`config.mk`:
```
export PLATFORM = sky130hd
export DESIGN_NAME = rgb_to_hsv_converter
export DESIGN_NICKNAME = d
export VERILOG_FILES = /design/src/rtl/hsv_pkg.sv /design/src/rtl/hsv_front.sv /design/src/rtl/hsv_div.sv /design/src/rtl/hsv_back.sv /design/src/rtl/rgb_to_hsv_converter.sv
export SDC_FILE = /design/constraint.sdc
export NUM_CORES = 1
export LEC_CHECK = 0
export BUFFER_PORTS_ARGS = -buffer_cell sky130_fd_sc_hd__buf_4
export CORE_UTILIZATION = 65
export CTS_CLUSTER_SIZE = 28
export DETAILED_ROUTE_END_ITERATION = 16
export GPL_TIMING_DRIVEN = 0
export PLACE_DENSITY = 0.82
export SETUP_SLACK_MARGIN = 0.1
export SLEW_MARGIN = 10
export SYNTH_ARGS = -nofsm -noshare
export SYNTH_HDL_FRONTEND = slang
export SYNTH_HIERARCHICAL = 1
export SYNTH_SLANG_ARGS = --single-unit
```
`constraint.sdc`:
```
create_clock -name clk -period 75.8 [get_ports clk]
set_clock_uncertainty 0.1 [all_clocks]
set_input_delay 7.58 -clock clk [delete_from_list [all_inputs] [get_ports clk]]
set_output_delay 7.58 -clock clk [all_outputs]
set_load 0.02 [all_outputs]
```
`src/rtl/hsv_pkg.sv`:
```
// ----------------------------------------------------------------------------
// hsv_pkg
// Shared widths, constants and types for the RGB to HSV converter pipeline.
// ----------------------------------------------------------------------------
package hsv_pkg;

	localparam int CHANNEL_BITS  = 8;
	localparam int HUE_FRAC_BITS = 6;
	localparam int HUE_W         = 15;

	// one sector is 60 degrees in fractional hue units
	localparam int SECTOR = 60 << HUE_FRAC_BITS;

	// quotient bits: hue magnitude stays below 64 << HUE_FRAC_BITS, saturation
	// below 2^CHANNEL_BITS
	localparam int QUO_W = (CHANNEL_BITS > HUE_FRAC_BITS + 6) ? CHANNEL_BITS :
		HUE_FRAC_BITS + 6;
	localparam int NUM_W = CHANNEL_BITS + QUO_W;

	// signed working width for hue before wrap, holds +/- 6 sectors
	localparam int HSUM_W = HUE_FRAC_BITS + 11;

	typedef logic [CHANNEL_BITS-1:0] chan_t;

	typedef enum logic [1:0] {
		SEC_RED,
		SEC_GREEN,
		SEC_BLUE
	} sector_t;

	typedef struct packed {
		sector_t sec;
		logic    neg;
		logic    undef;
		chan_t   mx;
	} side_t;

	typedef struct packed {
		logic [NUM_W-1:0] hue_rem;
		logic [NUM_W-1:0] sat_rem;
		chan_t            hue_den;
		chan_t            sat_den;
		logic [QUO_W-1:0] hue_quo;
		logic [QUO_W-1:0] sat_quo;
		side_t            side;
	} div_t;

endpackage

```
`src/rtl/hsv_front.sv`:
```
// ----------------------------------------------------------------------------
// hsv_front
// Max/min search, sector pick and numerator scaling ahead of the divider.
// ----------------------------------------------------------------------------
module hsv_front (
	input  logic          clk,
	input  logic          arst_n,
	input  logic          adv,
	input  logic          in_valid,
	input  hsv_pkg::chan_t red,
	input  hsv_pkg::chan_t green,
	input  hsv_pkg::chan_t blue,
	output logic          out_valid,
	output hsv_pkg::div_t out_div
);
	import hsv_pkg::*;

	chan_t   mx, mn, pa, pb, absd;
	sector_t sec;
	logic    neg;

	logic    valid_s1;
	chan_t   mx_s1, delta_s1, absd_s1;
	logic    neg_s1;
	sector_t sec_s1;

	logic    valid_s2;
	div_t    div_s2;
	div_t    div_d;

	always_comb begin
		mn = red;
		if (green < mn) mn = green;
		if (blue < mn) mn = blue;
		// red wins ties, then green
		if (red >= green && red >= blue) begin
			sec = SEC_RED;
			mx  = red;
			pa  = green;
			pb  = blue;
		end else if (green >= blue) begin
			sec = SEC_GREEN;
			mx  = green;
			pa  = blue;
			pb  = red;
		end else begin
			sec = SEC_BLUE;
			mx  = blue;
			pa  = red;
			pb  = green;
		end
		neg  = pa < pb;
		absd = neg ? pb - pa : pa - pb;
	end

	always_ff @(posedge clk or negedge arst_n) begin
		if (!arst_n) begin
			valid_s1 <= 1'b0;
			valid_s2 <= 1'b0;
		end else if (adv) begin
			valid_s1 <= in_valid;
			valid_s2 <= valid_s1;
		end
	end

	always_ff @(posedge clk) begin
		if (adv) begin
			mx_s1    <= mx;
			delta_s1 <= mx - mn;
			absd_s1  <= absd;
			neg_s1   <= neg;
			sec_s1   <= sec;
		end
	end

	always_comb begin
		div_d            = '0;
		div_d.hue_rem    = NUM_W'(absd_s1) * NUM_W'(SECTOR);
		div_d.sat_rem    = (NUM_W'(delta_s1) << CHANNEL_BITS) - NUM_W'(delta_s1);
		div_d.hue_den    = delta_s1;
		div_d.sat_den    = mx_s1;
		div_d.side.sec   = sec_s1;
		div_d.side.neg   = neg_s1;
		div_d.side.undef = (delta_s1 == '0);
		div_d.side.mx    = mx_s1;
	end

	always_ff @(posedge clk) begin
		if (adv) div_s2 <= div_d;
	end

	assign out_valid = valid_s2;
	assign out_div   = div_s2;

endmodule

```
`src/rtl/hsv_div.sv`:
```
// ----------------------------------------------------------------------------
// hsv_div
// Restoring divider pipeline, one quotient bit per stage, hue and saturation
// lanes side by side.
// ----------------------------------------------------------------------------
module hsv_div (
	input  logic          clk,
	input  logic          arst_n,
	input  logic          adv,
	input  logic          in_valid,
	input  hsv_pkg::div_t in_div,
	output logic          out_valid,
	output hsv_pkg::div_t out_div
);
	import hsv_pkg::*;

	logic vld_s [QUO_W];
	div_t stg_s [QUO_W];

	for (genvar k = 0; k < QUO_W; k++) begin : g_stage
		localparam int SH = QUO_W - 1 - k;

		div_t             cur, nxt;
		logic             cur_vld;
		logic [NUM_W-1:0] hue_dsh, sat_dsh;
		logic [NUM_W:0]   hue_try, sat_try;

		if (k == 0) begin : g_first
			assign cur     = in_div;
			assign cur_vld = in_valid;
		end else begin : g_next
			assign cur     = stg_s[k-1];
			assign cur_vld = vld_s[k-1];
		end

		always_comb begin
			nxt     = cur;
			hue_dsh = NUM_W'(cur.hue_den) << SH;
			sat_dsh = NUM_W'(cur.sat_den) << SH;
			hue_try = {1'b0, cur.hue_rem} - {1'b0, hue_dsh};
			sat_try = {1'b0, cur.sat_rem} - {1'b0, sat_dsh};
			if (!hue_try[NUM_W]) begin
				nxt.hue_rem     = hue_try[NUM_W-1:0];
				nxt.hue_quo[SH] = 1'b1;
			end
			if (!sat_try[NUM_W]) begin
				nxt.sat_rem     = sat_try[NUM_W-1:0];
				nxt.sat_quo[SH] = 1'b1;
			end
		end

		always_ff @(posedge clk or negedge arst_n) begin
			if (!arst_n) begin
				vld_s[k] <= 1'b0;
			end else if (adv) begin
				vld_s[k] <= cur_vld;
			end
		end

		always_ff @(posedge clk) begin
			if (adv) stg_s[k] <= nxt;
		end
	end

	assign out_valid = vld_s[QUO_W-1];
	assign out_div   = stg_s[QUO_W-1];

endmodule

```
`src/rtl/hsv_back.sv`:
```
// ----------------------------------------------------------------------------
// hsv_back
// Floor correction, sector offset and wrap of the hue; output registers.
// ----------------------------------------------------------------------------
module hsv_back (
	input  logic                       clk,
	input  logic                       arst_n,
	input  logic                       adv,
	input  logic                       in_valid,
	input  hsv_pkg::div_t              in_div,
	output logic                       out_valid,
	output logic [hsv_pkg::HUE_W-1:0]  hue,
	output hsv_pkg::chan_t             saturation,
	output hsv_pkg::chan_t             value,
	output logic                       hue_undefined
);
	import hsv_pkg::*;

	localparam logic signed [HSUM_W-1:0] OFF_GREEN = HSUM_W'(2 * SECTOR);
	localparam logic signed [HSUM_W-1:0] OFF_BLUE  = HSUM_W'(4 * SECTOR);
	localparam logic signed [HSUM_W-1:0] FULL_TURN = HSUM_W'(6 * SECTOR);

	logic signed [HSUM_W-1:0] qext, sq;
	logic                     rem_nz;

	logic                     vld_s1;
	logic signed [HSUM_W-1:0] sq_s1;
	sector_t                  sec_s1;
	logic                     undef_s1;
	chan_t                    mx_s1, sat_s1;

	logic signed [HSUM_W-1:0] off, sum, wrapped;

	logic                     vld_s2;
	logic [HUE_W-1:0]         hue_s2;
	chan_t                    sat_s2, val_s2;
	logic                     undef_s2;

	// negative difference: floor means one further down when not exact
	always_comb begin
		qext   = signed'(HSUM_W'(in_div.hue_quo));
		rem_nz = |in_div.hue_rem;
		if (in_div.side.neg) sq = -(qext + HSUM_W'(rem_nz));
		else sq = qext;
	end

	always_comb begin
		case (sec_s1)
			SEC_GREEN: off = OFF_GREEN;
			SEC_BLUE:  off = OFF_BLUE;
			default:   off = '0;
		endcase
		sum     = sq_s1 + off;
		wrapped = sum[HSUM_W-1] ? sum + FULL_TURN : sum;
	end

	always_ff @(posedge clk or negedge arst_n) begin
		if (!arst_n) begin
			vld_s1 <= 1'b0;
			vld_s2 <= 1'b0;
		end else if (adv) begin
			vld_s1 <= in_valid;
			vld_s2 <= vld_s1;
		end
	end

	always_ff @(posedge clk) begin
		if (adv) begin
			sq_s1    <= sq;
			sec_s1   <= in_div.side.sec;
			undef_s1 <= in_div.side.undef;
			mx_s1    <= in_div.side.mx;
			// grey and black pixels: quotient lanes hold nothing useful
			sat_s1   <= in_div.side.undef ? '0 : in_div.sat_quo[CHANNEL_BITS-1:0];

			hue_s2   <= undef_s1 ? '0 : HUE_W'(wrapped);
			sat_s2   <= sat_s1;
			val_s2   <= mx_s1;
			undef_s2 <= undef_s1;
		end
	end

	assign out_valid     = vld_s2;
	assign hue           = hue_s2;
	assign saturation    = sat_s2;
	assign value         = val_s2;
	assign hue_undefined = undef_s2;

endmodule

```
`src/rtl/rgb_to_hsv_converter.sv`:
```
// ----------------------------------------------------------------------------
// rgb_to_hsv_converter
// Streaming RGB to HSV pixel converter, one pixel per clock unless held.
// ----------------------------------------------------------------------------
// Takes one pixel per clock unless held and returns one HSV result per
// pixel, in order. 16 register stages sit between the two sides (two front
// stages, one divider stage per quotient bit, two back stages). Throughput is
// one pixel per clock; the whole pipeline holds when the output is valid and
// not taken, so pixel_ready follows hsv_ready combinationally. Hue is in 1/64
// degree, 0..23039; for a grey pixel hue_undefined is set and hue and
// saturation read 0.
module rgb_to_hsv_converter (
	input  logic                      clk,
	input  logic                      arst_n,
	input  logic                      pixel_valid,
	output logic                      pixel_ready,
	input  hsv_pkg::chan_t            red,
	input  hsv_pkg::chan_t            green,
	input  hsv_pkg::chan_t            blue,
	output logic                      hsv_valid,
	input  logic                      hsv_ready,
	output logic [hsv_pkg::HUE_W-1:0] hue,
	output hsv_pkg::chan_t            saturation,
	output hsv_pkg::chan_t            value,
	output logic                      hue_undefined
);
	import hsv_pkg::*;

	logic adv;
	logic front_valid, div_valid;
	div_t front_div, div_out;

	// a bubble or a taken result lets everything move one stage
	assign adv         = !hsv_valid || hsv_ready;
	assign pixel_ready = adv;

	hsv_front u_front (
		.clk       (clk),
		.arst_n    (arst_n),
		.adv       (adv),
		.in_valid  (pixel_valid),
		.red       (red),
		.green     (green),
		.blue      (blue),
		.out_valid (front_valid),
		.out_div   (front_div)
	);

	hsv_div u_div (
		.clk       (clk),
		.arst_n    (arst_n),
		.adv       (adv),
		.in_valid  (front_valid),
		.in_div    (front_div),
		.out_valid (div_valid),
		.out_div   (div_out)
	);

	hsv_back u_back (
		.clk           (clk),
		.arst_n        (arst_n),
		.adv           (adv),
		.in_valid      (div_valid),
		.in_div        (div_out),
		.out_valid     (hsv_valid),
		.hue           (hue),
		.saturation    (saturation),
		.value         (value),
		.hue_undefined (hue_undefined)
	);

endmodule
```
== After elaboration in Yosys (flattened, before gate mapping) ==
Memory sizes are Yosys's and may differ from the RTL's.
Cells that the tools add are included.
Storage, ports and cells
  logic and storage cells: 148
  register bits: 163
  memory bits (writable): 1104
  bits of input ports: 28
  memories kept: 1
Operators by class
  magnitude comparators: 6
  equality and inequality tests: 2
  reduce and logical (&&, ||, !) cells: 5
  mux-type cells: 63
  $mul: 1
  add/subtract/negate cells: 32
Memories
  u_div.stg_s: depth 12, width 92, rd ports 12, clocked after memory_dff 0, write ports 12, line hsv_div.sv:18  | div_t stg_s [QUO_W];
Operators by type and width (number)
  20-bit two-way mux: 24
  8-bit two-way mux: 9
  20-bit by 10-bit subtractor with 21-bit output: 2
  20-bit by 11-bit subtractor with 21-bit output: 2
  20-bit by 12-bit subtractor with 21-bit output: 2
  20-bit by 13-bit subtractor with 21-bit output: 2
  20-bit by 14-bit subtractor with 21-bit output: 2
  20-bit by 15-bit subtractor with 21-bit output: 2
  20-bit by 16-bit subtractor with 21-bit output: 2
  20-bit by 17-bit subtractor with 21-bit output: 2
  20-bit by 18-bit subtractor with 21-bit output: 2
  20-bit by 19-bit subtractor with 21-bit output: 2
  20-bit by 8-bit subtractor with 21-bit output: 2
  20-bit by 9-bit subtractor with 21-bit output: 2
  14-bit case mux with 2 select lines: 1
  1-bit two-way mux: 26
  8-bit greater-or-equal comparator: 3
  8-bit less-than comparator: 3
  8-bit subtractor: 3
  20-bit OR reduction: 1
  17-bit by 15-bit adder with 17-bit output: 1
  13-bit negation with 17-bit output: 1
  16-bit by 8-bit subtractor with 17-bit output: 1
  15-bit adder, second input constant: 1
  other kinds (11): 11

== Longest topological paths before layout ==
  word-level depth: 5
  gate-level depth with buffers: 25
  mapped depth without buffers: 25

== Modules after synthesis ==
The synthesis kept the hierarchy.
Modules (own cells, without submodules)
  hsv_div: instances 1, seq. area each 33452.1 um2, cells each 3217, area each 47330.4 um2
  hsv_front: instances 1, seq. area each 2302.2 um2, cells each 554, area each 5855.6 um2
  hsv_back: instances 1, seq. area each 2092.0 um2, cells each 277, area each 3510.9 um2
  rgb_to_hsv_converter: instances 1, seq. area each 0.0 um2, cells each 1, area each 6.3 um2

== Worst setup path before layout ==
OpenSTA, ideal clock, no wires.
  kind: input-to-output
  from: input hsv_ready
  to: output pixel_ready
  setup slack: 30615 ps
  arrival time: 37505 ps
  cell stages on the path: 1
  data required time: 68120 ps
  cell sequence: nand2b_1
Between the ends
  longest elaborated chain between the ends: 1
Ends and longest elaborated chain
  start, declared: line rgb_to_hsv_converter.sv:21  | input logic hsv_ready,
  1-bit logical OR: line rgb_to_hsv_converter.sv:34  | assign adv = !hsv_valid || hsv_ready;
  end, declared: line rgb_to_hsv_converter.sv:16  | output logic pixel_ready,
Every way passes these cells.

== Final worst setup path ==
Same ends and word-level chain as after synthesis.

==> flow_metrics.py <==
metrics = {
    "floorplan": {
        "die_x_um": 289,
        "core_um2": 81800,
        "die_h_um": 289,
        "fp-row-count": 105,
        "pin_count": 62,
        "initial_core_util": 0.656,
        "die_area_um2": 83800,
    },
    "clocking": {
        "ctsHoldBuffers": 0,
        "clock_sinks": 1179,
        "cts.clk_slew.worst_paths_ns": 0.06,
        "cts_setup_buffers": 0,
        "clock-root-buffer": "clkbuf_16",
        "cts_tree": "yes",
        "cts_resized": 0,
        "numCtsBuffers": 112,
        "htreeDepth": 3,
        "clock_path_buffers": 3,
        "clock_latency_ns": 0.66,
    },
    "setup_path": {
        "slowest_delay_ns": 0.58,
        "cpLargestDelayFamily": "buffers and inverters",
        "arrival_ns": 10.54,
        "critPathBufInv": 8,
        "r2r-end": "u_div/stg_s[2][152]",
        "cp_slowest_cell": "nand2b_4",
        "path_class": "in -> out",
        "setup.worst_path.start_class": "input pin",
        "end_kind": "output pin",
        "crit_fanout": 71,
        "cp.required_ns": 68.12,
        "crit_path_frequent_cell": "buf_16",
        "r2r_start": "u_div/stg_s[2][54]",
        "r2r_cells": 12,
        "path_cells": "buf_4, nand2b_4, buf_16, buf_16, buf_16, buf_16, buf_16, buf_16, buf_4",
        "r2r_slack_ns": 71.73,
    },
    "drt": {
        "drt-initial-drc-count": 1673,
        "vias": 29700,
        "drc": 0,
        "vias_per_cell": 5.65,
        "firstDrtPassIters": 7,
        "ant_nets": 0,
        "avgRoutedWirePerCell_um": 16.1,
        "drt-total-wl_mm": 84.6,
    },
    "placement": {
        "dpl.hpwl_mm": 56.4,
        "dp_slack_ns": 57.50,
        "port_buffers": 61,
        "gp_congestion": 0.882,
    },
    "global_route": {
        "grt_overflow": 0,
        "grt_pass1_wl_mm": 139,
        "antenna_found_initial": 0,
        "grt_max_degree": 72,
        "track_usage": 0.204,
        "grt_pass1_vias": 29900,
    },
    "timing": {
        "finalCritPeriodShare": 0.240,
        "rsz0062_at_grt": "no",
        "hold_violations": 0,
        "max_freq_mhz": 54.9,
        "worst_slack_ns": 57.58,
        "layout_min_cycle_time_ns": 18.22,
        "fin_tns_setup_ns": 0,
        "slew_violations": 0,
        "finalSetupViolCount": 0,
        "worstMarginPinSlew_ns": 1.13,
        "slew_headroom": 0.238,
    },
    "cells_and_area": {
        "n_antenna_cell": 0,
        "drive_gt1_frac": 0.0994,
        "area_growth_syn_to_layout_pct": 11.1,
        "nets": 4458,
    },
    "synthesis": {
        "syn_area_per_cell_um2": 13.8,
        "yosys_warnings": 6,
        "netlist_instances": 3884,
        "netlist_area_um2": 53700,
    },
    "min_path": {
        "hold-path-endpoint": "u_div/stg_s[1][29]",
        "hp-class": "reg -> reg",
        "min_from": "u_div/stg_s[0][305]",
        "holdPathStages": 0,
    },
    "run": {
        "cap_violations": 0,
    },
    "run_status": {
        "status": "finished, final reports clean",
    },
}
## cell usage in the layout (no fill, tap or decap), types with 20 or more instances in the layout
cell	n
a21o_1	51
a21oi_1	240
buf_4	103
clkbuf_1	58
clkbuf_16	114
clkinv_1	26
conb_1	29
edfxtp_1	1163
fa_1	41
ha_1	283
inv_1	317
mux2_2	86
mux2i_1	49
nand2_1	181
nand2b_1	78
nand3_1	25
nor2_1	281
nor2b_1	77
nor3_1	85
nor4_1	39
o21a_1	50
o21ai_0	190
o31ai_1	22
or2_2	20
or3_1	35
xnor2_1	107
xor2_1	109
## state kept, by name (all words and copies together), names as in the netlist, 11 cells and up
name and cells:
u_back/hue 15, u_back/sq_s1 17, u_div/stg_s 1020, u_front/out_div 48, u_div/g_stage.cur_vld 11
## worst max path at each step
stage	from	end	slack (ns)	cells past startpoint
global placement	hsv_ready	pixel_ready	21.71	3
CTS	hsv_ready	pixel_ready	57.50	9
detailed placement	hsv_ready	pixel_ready	57.50	9
finish	hsv_ready	pixel_ready	57.58	9
global route	hsv_ready	pixel_ready	57.30	9
floorplan	hsv_ready	pixel_ready	32.61	1
## per-stage QoR
stage | util | hold WS [ns] | std cells | area (µm²)
floorplan | - | 0.300 | 3912 | 53800
global placement | 0.679 | 0.300 | 5043 | 55600
detailed placement | 0.686 | 0.305 | 5062 | 56100
CTS | 0.729 | 0.304 | 5266 | 59600
global route | 0.729 | 0.316 | 5266 | 59700
finish | 0.729 | 0.304 | 5266 | 59700
## per-layer routing
metal  up-vias  routed length [µm]  GRT usage
met1     14200               33000      0.226
met4         0                2780     0.0833
li1      14700                   -          -
met5         -                   0          0
met2       627               45800      0.389
met3       207                3040     0.0299
## area by class of cell
| cell class | instances | area (µm²) |
|---|---|---|
| plain buffers | 85 | 504 |
| clock buffers | 137 | 2940 |
| clock inverters | 67 | 594 |
| fillers | 4882 | 22200 |
| inverters | 319 | 1200 |
| multi-input cells | 2329 | 16800 |
| flip-flops and latches | 1179 | 35300 |
| well taps | 1070 | 1340 |
| repair buffers | 80 | 958 |
Power is not shown: default switching activity piles up to over one toggle a cycle in this logic, so the estimate is an artifact.
